===== config.mk =====
export PLATFORM = sky130hd
export DESIGN_NAME = sortable_fifo_queue
export DESIGN_NICKNAME = d
export VERILOG_FILES = /design/src/rtl/sfq_pkg.sv /design/src/rtl/sfq_cell.sv /design/src/rtl/sortable_fifo_queue.sv
export SDC_FILE = /design/constraint.sdc
export NUM_CORES = 2
export LEC_CHECK = 0
export ABC_AREA = 1
export BUFFER_PORTS_ARGS = -buffer_cell sky130_fd_sc_hd__buf_2
export CORE_ASPECT_RATIO = 0.75
export CORE_MARGIN = 5
export CORE_UTILIZATION = 45
export DETAILED_ROUTE_END_ITERATION = 10
export PLACE_DENSITY = 0.7
export SLEW_MARGIN = 40
export SYNTH_ARGS = -nofsm -noshare
export SYNTH_HDL_FRONTEND = slang
export SYNTH_SLANG_ARGS = --single-unit

===== constraint.sdc =====
create_clock -name clk_i -period 12 [get_ports clk_i]
set_input_delay 1.2 -clock clk_i [delete_from_list [all_inputs] [get_ports clk_i]]
set_output_delay 1.2 -clock clk_i [all_outputs]
set_load 0.005 [all_outputs]

===== src/rtl/sfq_pkg.sv =====
// ----------------------------------------------------------------------------
// sfq_pkg: shared types and codes of the sortable queue
// Operation and status codes, and the per-cell control word.
// ----------------------------------------------------------------------------
package sfq_pkg;

  localparam int unsigned DATA_W = 32;
  localparam int unsigned FILL_W = 5;

  // Operation codes carried by the kind field.
  localparam logic [1:0] KIND_ENQ  = 2'd0;
  localparam logic [1:0] KIND_DEQ  = 2'd1;
  localparam logic [1:0] KIND_SORT = 2'd2;

  // Status codes of a result word.
  localparam logic [1:0] ST_OK         = 2'd0;
  localparam logic [1:0] ST_UNDER      = 2'd1;
  localparam logic [1:0] ST_OVER       = 2'd2;
  localparam logic [1:0] ST_EMPTY_SORT = 2'd3;

  // Control of one cell.
  typedef struct packed {
    logic load;    // take the incoming word
    logic shift;   // take the right neighbor's word
    logic cmp_lo;  // lower end of a compare-exchange pair: keep the minimum
    logic cmp_hi;  // upper end of a compare-exchange pair: keep the maximum
  } cell_ctrl_t;

endpackage


===== src/rtl/sfq_cell.sv =====
// ----------------------------------------------------------------------------
// sfq_cell: one storage cell of the queue
// Holds one entry; loads, shifts toward the head, or compare-exchanges
// with a neighbor.
// ----------------------------------------------------------------------------
module sfq_cell
  import sfq_pkg::*;
(
  input  logic                     clk_i,
  input  cell_ctrl_t               ctrl_i,
  input  logic signed [DATA_W-1:0] load_val_i,
  input  logic signed [DATA_W-1:0] left_val_i,
  input  logic signed [DATA_W-1:0] right_val_i,
  output logic signed [DATA_W-1:0] val_o
);

  logic signed [DATA_W-1:0] val_q;
  logic signed [DATA_W-1:0] val_d;

  // Select the next entry value.
  always_comb begin
    val_d = val_q;
    if (ctrl_i.load) begin
      val_d = load_val_i;
    end else if (ctrl_i.shift) begin
      val_d = right_val_i;
    end else if (ctrl_i.cmp_lo) begin
      if (val_q > right_val_i) begin
        val_d = right_val_i;
      end
    end else if (ctrl_i.cmp_hi) begin
      if (left_val_i > val_q) begin
        val_d = left_val_i;
      end
    end
  end

  // Entry register; payload only, no reset.
  always_ff @(posedge clk_i) begin
    val_q <= val_d;
  end

  assign val_o = val_q;

endmodule


===== src/rtl/sortable_fifo_queue.sv =====
// ----------------------------------------------------------------------------
// sortable_fifo_queue: queue of signed words with in-place ascending sort
// Enqueue, dequeue and sort over a row of cells with the head in cell 0.
// ----------------------------------------------------------------------------
// Enqueue and dequeue: result registered in the cycle after accept;
// a new word is taken every cycle while no sort runs and the result is taken.
// Sort of two or more entries: odd-even compare-exchange rounds across
// the cell row, input stalled meanwhile; result posted at the last round.
// Reset empties the queue and clears the result valid flag; entry contents
// and the result payload are not reset.
module sortable_fifo_queue
  import sfq_pkg::*;
#(
  parameter int unsigned DEPTH = 16
) (
  input  logic                     clk_i,
  input  logic                     rst_ni,
  input  logic                     in_valid_i,
  output logic                     in_ready_o,
  input  logic [1:0]               kind_i,
  input  logic signed [DATA_W-1:0] value_i,
  output logic                     out_valid_o,
  input  logic                     out_ready_i,
  output logic signed [DATA_W-1:0] value_out_o,
  output logic [1:0]               status_o,
  output logic [FILL_W-1:0]        fill_o
);

  localparam int unsigned CW = $clog2(DEPTH + 1);
  localparam int unsigned RW = $clog2(DEPTH);

  logic [CW-1:0] cnt_q, cnt_d;
  logic          busy_q, busy_d;
  logic [RW-1:0] rnd_q, rnd_d;
  logic          out_valid_q, out_valid_d;
  logic signed [DATA_W-1:0] out_value_q, out_value_d;
  logic [1:0]    out_status_q, out_status_d;
  logic [FILL_W-1:0] out_fill_q, out_fill_d;

  logic          accept;
  logic          full;
  logic signed [DATA_W-1:0] cell_val [DEPTH];
  cell_ctrl_t    cell_ctrl [DEPTH];

  assign full       = (cnt_q == CW'(DEPTH));
  assign in_ready_o = !busy_q && (!out_valid_q || out_ready_i);
  assign accept     = in_valid_i && in_ready_o;

  // Operation control and result word.
  always_comb begin
    cnt_d        = cnt_q;
    busy_d       = busy_q;
    rnd_d        = rnd_q;
    out_valid_d  = out_valid_q;
    out_value_d  = out_value_q;
    out_status_d = out_status_q;
    out_fill_d   = out_fill_q;
    if (out_valid_q && out_ready_i) begin
      out_valid_d = 1'b0;
    end
    if (accept) begin
      out_value_d  = '0;
      out_status_d = ST_OK;
      out_valid_d  = 1'b1;
      unique case (kind_i)
        KIND_ENQ: begin
          if (full) begin
            out_status_d = ST_OVER;
          end else begin
            cnt_d = cnt_q + CW'(1);
          end
        end
        KIND_DEQ: begin
          if (cnt_q == '0) begin
            out_status_d = ST_UNDER;
          end else begin
            out_value_d = cell_val[0];
            cnt_d       = cnt_q - CW'(1);
          end
        end
        KIND_SORT: begin
          if (cnt_q == '0) begin
            out_status_d = ST_EMPTY_SORT;
          end else if (cnt_q != CW'(1)) begin
            // Result is posted when the sort finishes.
            out_valid_d = 1'b0;
            busy_d      = 1'b1;
            rnd_d       = '0;
          end
        end
        default: begin
        end
      endcase
      out_fill_d = FILL_W'(cnt_d);
    end else if (busy_q) begin
      rnd_d = rnd_q + RW'(1);
      if (rnd_q == RW'(DEPTH - 1)) begin
        busy_d       = 1'b0;
        out_valid_d  = 1'b1;
        out_value_d  = '0;
        out_status_d = ST_OK;
        out_fill_d   = FILL_W'(cnt_q);
      end
    end
  end

  // Per-cell control: load at the tail, shift on dequeue, and alternate
  // even and odd pairs during a sort.
  always_comb begin
    for (int i = 0; i < DEPTH; i++) begin
      cell_ctrl[i].load   = accept && (kind_i == KIND_ENQ) && !full &&
                            (cnt_q == CW'(i));
      cell_ctrl[i].shift  = accept && (kind_i == KIND_DEQ) && (cnt_q != '0);
      cell_ctrl[i].cmp_lo = busy_q && (rnd_q[0] == 1'(i % 2)) &&
                            (CW'(i + 1) < cnt_q);
      cell_ctrl[i].cmp_hi = busy_q && (i >= 1) && (rnd_q[0] != 1'(i % 2)) &&
                            (CW'(i) < cnt_q);
    end
  end

  // Row of cells with the head in cell 0.
  for (genvar g = 0; g < DEPTH; g++) begin : g_cell
    logic signed [DATA_W-1:0] left_val;
    logic signed [DATA_W-1:0] right_val;
    if (g == 0) begin : g_first
      assign left_val = cell_val[g];
    end else begin : g_mid
      assign left_val = cell_val[g-1];
    end
    if (g == DEPTH - 1) begin : g_last
      assign right_val = cell_val[g];
    end else begin : g_inner
      assign right_val = cell_val[g+1];
    end
    sfq_cell u_cell (
      .clk_i       (clk_i),
      .ctrl_i      (cell_ctrl[g]),
      .load_val_i  (value_i),
      .left_val_i  (left_val),
      .right_val_i (right_val),
      .val_o       (cell_val[g])
    );
  end

  // Control registers.
  always_ff @(posedge clk_i or negedge rst_ni) begin
    if (!rst_ni) begin
      cnt_q       <= '0;
      busy_q      <= 1'b0;
      rnd_q       <= '0;
      out_valid_q <= 1'b0;
    end else begin
      cnt_q       <= cnt_d;
      busy_q      <= busy_d;
      rnd_q       <= rnd_d;
      out_valid_q <= out_valid_d;
    end
  end

  // Result payload registers.
  always_ff @(posedge clk_i) begin
    out_value_q  <= out_value_d;
    out_status_q <= out_status_d;
    out_fill_q   <= out_fill_d;
  end

  assign out_valid_o = out_valid_q;
  assign value_out_o = out_value_q;
  assign status_o    = out_status_q;
  assign fill_o      = out_fill_q;

endmodule


======== Word-level counts from Yosys, hierarchy flattened ========
Index checks and enable logic that the tools add are counted.
word-level totals
  register bits after elaboration ......... 562
  bits of input ports ..................... 38
  output and inout bits ................... 41
  logic and storage cells ................. 327
cells by class
  add/subtract/negate cells ............... 3
  $lt $le $gt $ge ......................... 31
  equal/unequal tests ..................... 39
  multiplexer cells ....................... 129
  bitwise logic cells ..................... 1
  reductions and logical operators ........ 101
operators with widths
  operator                                                                     number
  32-bit 2-to-1 mux                                                            98
  32-bit greater-than comparator                                               15
  4-bit nonzero test                                                           28
  4-bit by 2-bit != test with 1-bit output, second input constant              13
  3-bit AND reduction                                                          15
  1-bit logical AND                                                            41
  5-bit by 4-bit equality test with 1-bit output, second input constant        8
  4-bit by 5-bit less-than comparator with 1-bit output, first input constant  8
  5-bit 2-to-1 mux                                                             5
  5-bit by 3-bit equality test with 1-bit output, second input constant        4
  3-bit by 5-bit less-than comparator with 1-bit output, first input constant  4
  4-bit 2-to-1 mux                                                             5
  1-bit 2-to-1 mux                                                             14
  5-bit by 2-bit equality test with 1-bit output, second input constant        2
  2-bit by 5-bit less-than comparator with 1-bit output, first input constant  2
  2-bit 2-to-1 mux                                                             5
  5-bit case mux with 2 select lines                                           1
  2-bit by 1-bit != test with 1-bit output, second input constant              4
  4-bit AND reduction                                                          2
  2-bit nonzero test                                                           4
  2-bit case mux with 3 select lines                                           1
  3-bit nonzero test                                                           2
  5-bit by 1-bit adder with 5-bit output, second input constant                1
  5-bit by 1-bit equality test with 1-bit output, second input constant        1
  other kinds (18)                                                             21

======== Logic depth before layout (Yosys ltp) ========
  depth after elaboration ................. 9
  mapped depth ............................ 18
  mapped depth without buffers ............ 18

======== By module ========
A second synthesis with hierarchy kept.
second synthesis, totals
  cells, all modules ...................... 7240
  area, all modules ....................... 56307.8 sq um
by module, submodules not included
  module                           instances  cells an instance  area each (sq um)  seq. area each (sq um)
  sfq_cell (g_cell[0].u_cell ...)  15         433                3348.2             960.9
  sfq_cell (g_cell[1].u_cell)      1          434                3365.7             960.9
  sortable_fifo_queue              1          311                2718.9             1446.4

======== Least setup slack after synthesis ========
No wires, ideal clock.
  path type ............................... register to register
  start point ............................. reg g_cell[14].u_cell.val_q[31]
  end point ............................... reg g_cell[15].u_cell.val_q[0] (enable)
  setup time .............................. 0.466 ns
  arrival time ............................ 3.784 ns
  data required time ...................... 11.534 ns
  path slack .............................. 7.751 ns
  stages on the path, launching flop included .. 10
  buffers on the path ..................... 0
  clock period less this slack ............ 4.249 ns
  cells stage by stage .................... edfxtp_1 -> ha_1 -> nand2_1 -> nor2_1 -> nand2_1 -> nor3b_1 -> nand2_1 -> nand3_1 -> nand3_1 -> o21ai_0
between the ends
  longest elaborated chain between the ends .. 3
ends and longest elaborated chain
  what                            line            source
  start: declaration              sfq_cell.sv:17  logic signed [DATA_W-1:0] val_q;
  start signal: assignment        sfq_cell.sv:40  val_q <= val_d;
  32-bit greater-than comparator  sfq_cell.sv:32  if (left_val_i > val_q) begin
  2-bit nonzero test (no line)    n/a
  4-bit AND reduction (no line)   n/a
  end signal: assignment          sfq_cell.sv:40
  end: declaration                sfq_cell.sv:17
No other way between the ends.
A chain may end at the register's enable or synchronous reset.

======== Final worst setup path ========
  start point ............................. reg cnt_q[0]
  end point ............................... reg g_cell[14].u_cell.val_q[26] (enable)
between the ends
  longest elaborated chain between the ends .. 6
  elaborated cells on any way between the ends .. 15
  those cells by class .................... order compare (2); eq/ne (3); reduce/logical (10)
ends and longest elaborated chain
  what                                                                                           line                        source
  start: declaration                                                                             sortable_fifo_queue.sv:32   logic [CW-1:0] cnt_q, cnt_d;
  start signal: assignment                                                                       sortable_fifo_queue.sv:153  cnt_q <= cnt_d;
  branches (longest 5 deep; another with 4-bit by 5-bit less-than comparator with 1-bit output)  n/a
  3-bit AND reduction (no line) *                                                                n/a
Mark *: on every way between the ends.

==> impl_metrics.env <==
export IMPL_placementRows=95
export IMPL_max_cap_viol_count=0
export IMPL_clk_pin_slew_worst_paths_ps=60
export IMPL_fin_crit_sh_pct=33.7
export IMPL_cp_buffers_inverters=5
export IMPL_fmax_mhz=247
export IMPL_clock_sinks=562
export IMPL_wl_mm=106
export IMPL_p_leak_nw=20.2
export IMPL_dieWidth_um=356
export IMPL_cts_tree="built"
export IMPL_drt_iter0_drc=3312
export IMPL_start_util_pct=45.2
export IMPL_num_fill_cells=8551
export IMPL_grt_pass1_wl_mm=170
export IMPL_wl_per_cell_um=17.1
export IMPL_area_delta_synth_final_pct=7.94
export IMPL_cp_max_fo=64
export IMPL_power_combinational_fraction_pct=52.9
export IMPL_h_tree_depth=2
export IMPL_synth_avg_cell_area_um2=8.14
export IMPL_drive_gt1_share_pct=5.10
export IMPL_regArea_mm2=0.0168
export IMPL_finClkSkew_ps=10.8
export IMPL_power_density_mw_per_mm2=324
export IMPL_setup_violations=0
export IMPL_reg2reg_to="g_cell[14].u_cell.val_o[26]"
export IMPL_cellInternalPower_mw=7.61
export IMPL_grt_max_degree=66
export IMPL_r2r_start="cnt_q[0]"
export IMPL_cts_post_setup_buffers_inserted=0
export IMPL_r2r_cells=13
export IMPL_synth_area_leaders="edfxtp_1 (41%), ha_1 (15%), nand2_1 (12%)"
export IMPL_p_total_mw=14.1
export IMPL_ios=79
export IMPL_drc_errors=0
export IMPL_hp_class="in2async"
export IMPL_synth_top_area_share_pct=40.9
export IMPL_synth_seq_cells=562
export IMPL_run_status="complete, no violations"
export IMPL_synth_edff_count=551
export IMPL_p_seq_share_pct=33.8
export IMPL_hpwl_mm=81.4
export IMPL_slowest_stage="dfrtp_1"
export IMPL_yosysWarningCount=0
export IMPL_portBuffers=78
export IMPL_yosysTopAreaCell="edfxtp_1"
export IMPL_die_h_um=270
export IMPL_yosysMostFrequentCell="nand2_1"
export IMPL_first_pass_iters=7
export IMPL_switchingPower_mw=6.53
export IMPL_coreArea_mm2=0.0894
export IMPL_antenna_found_initial=1
export IMPL_r2r_slack_ps=7950
export IMPL_relSlewSlack_pct=38.7
export IMPL_power_switching_share_pct=46.2
export IMPL_worst_setup_path_type="reg2reg"
export IMPL_cpMostUsedCell="nand2_1"
export IMPL_cts_made_buffers=61
export IMPL_grt_pass1_vias=32000
export IMPL_endpoint_kind="flop"
export IMPL_crit_required_ps=12310
export IMPL_cts_root_buf="clkbuf_16"
export IMPL_clk_latency_ps=630
export IMPL_n_antenna_cell=0
export IMPL_ys_types=46
export IMPL_slew_viol_final=0
export IMPL_gp_congestion=0.895
export IMPL_dieArea_mm2=0.0960
export IMPL_cp_top_family="buffers and inverters"
export IMPL_cts_hold_buf=0
export IMPL_hold_viol=0
export IMPL_startpoint_type="flop"
export IMPL_async_flop_share_pct=1.96
export IMPL_grt_setup_unrepaired="no"
export IMPL_grt_overflow=0
export IMPL_synthFlopType="edfxtp_1"
export IMPL_ir_drop_mv=0.155
export IMPL_pwr_share_clk_pct=13.3
export IMPL_layout_min_cycle_time_ps=4050
export IMPL_crit_chain="inv_1, ha_1, inv_1, nor2_4, nor2_2, nand2_4, inv_6, nor2_4, buf_4, nand2_1, nand2_1, nand2_1, buf_4"
export IMPL_seq_area_frac_synth_pct=41.6
export IMPL_arrival_ps=4360
export IMPL_num_vias=33800
export IMPL_critPathLaunch="cnt_q[0]"
export IMPL_via_per_inst=5.48
export IMPL_worstMarginPinSlew_ps=916
export IMPL_synthCells=4967
export IMPL_synth_common_cells="nand2_1 (1240), o21ai_0 (826), inv_1 (677)"
export IMPL_final_nets=5438
export IMPL_netlist_area_mm2=0.0404
export IMPL_drtAntennaViolNets=0
export IMPL_post_cts_resized=0
export IMPL_grt_use_total_pct=21.3
export IMPL_multi_input_area_mm2=0.0201
export IMPL_max_stage_delay_ps=680
export IMPL_clockBufferDepth=3
export IMPL_syn_num_nets=5491
export IMPL_tns_ps=0
==> worst reg2reg max path: cells and delay by family, from the launching register on <==
kind,cells,cell delay (ps)
adder cells (fa/ha/maj),1,260
AND/OR/NAND/NOR,7,1300
flip-flops,1,680
buffers and inverters,5,1470
==> per-layer routing <==
metal  track usage [%]  vias to the layer above  share of wire (%)
li1                  -                    16800                  -
met3              2.59                      141                7.3
met5                 0                        -              0.012
met1              32.9                    15800                 49
met2              32.1                     1110                 42
met4              4.39                        2                1.7
==> metrics by stage <==
step / hold slack, ps / setup WS (ps) / util [%] / cells / area [um^2]
after floorplan: 492 / 7750 / - / 4967 / 40400
after global placement: 513 / 7560 / 46.6 / 6061 / 41700
after detailed placement: 512 / 7470 / 46.7 / 6061 / 41700
after CTS: 413 / 7930 / 48.8 / 6174 / 43600
after global routing: 438 / 7640 / 48.8 / 6176 / 43700
final: 441 / 7950 / 48.8 / 6176 / 43700
==> worst max-delay path by stage <==
stage,to,slack (ps),depth (start not counted)
finish,g_cell[14].u_cell.val_o[26],7950,13
global route,g_cell[14].u_cell.val_o[27],7640,13
CTS,g_cell[14].u_cell.val_o[15],7930,13
detailed placement,g_cell[1].u_cell.val_o[27],7470,11
global placement,g_cell[1].u_cell.val_o[26],7560,11
floorplan,g_cell[15].u_cell.val_o[0],7750,9
==> flip-flops by register name, indices dropped and copies added, names as in the netlist <==
signal	flops
out_valid_o	1
status_o	2
fill_o	5
busy_q	1
value_out_o	32
rnd_q	4
g_cell.u_cell.val_o	512
cnt_q	5
==> cell type report <==
| class | count | share of cell area [%] |
|---|---|---|
| tap | 1212 | 3.47 |
| clock inverter | 41 | 0.696 |
| inverter | 684 | 5.89 |
| clock buffer | 72 | 3.69 |
| timing repair buffer | 120 | 1.65 |
| multi-input combinational | 3485 | 46.1 |
| sequential | 562 | 38.5 |
==> layout by cell type (no fill, tap or decap), types with 15 or more instances in the layout <==
cell,count
a21oi_1,239
o21a_1,15
ha_1,486
nor3_1,24
nor2_1,221
edfxtp_1,551
o21ai_0,824
buf_4,41
o211ai_1,131
nand2_1,1237
o21ai_1,52
clkbuf_16,63
buf_2,78
clkinv_1,24
nand3_1,78
nand4_1,37
inv_1,677
o22ai_1,31
==> cell families (layout without fill, tap and decap cells) <==
family	count (synthesis)	count (layout)	share of synthesized area [%]
compound gates	1331	1331	17.7
flops	562	562	41.6
buf+inv	920	917	8.96
simple gates	1664	1664	16.6
fa+ha+maj	486	486	15.0
xor+xnor	4	4	0.0866
==> power groups by stage <==
stage	clock, mW	combinational, mW	sequential (mW)
3_3_place_gp	0	6.93	4.81
3_5_place_dp	0	7.29	4.80
4_1_cts	1.90	7.35	4.78
2_1_floorplan	0	5.47	4.53
5_1_grt	1.99	8.66	4.90
6_report	1.88	7.47	4.78
Power figures use the tool's default switching activity.
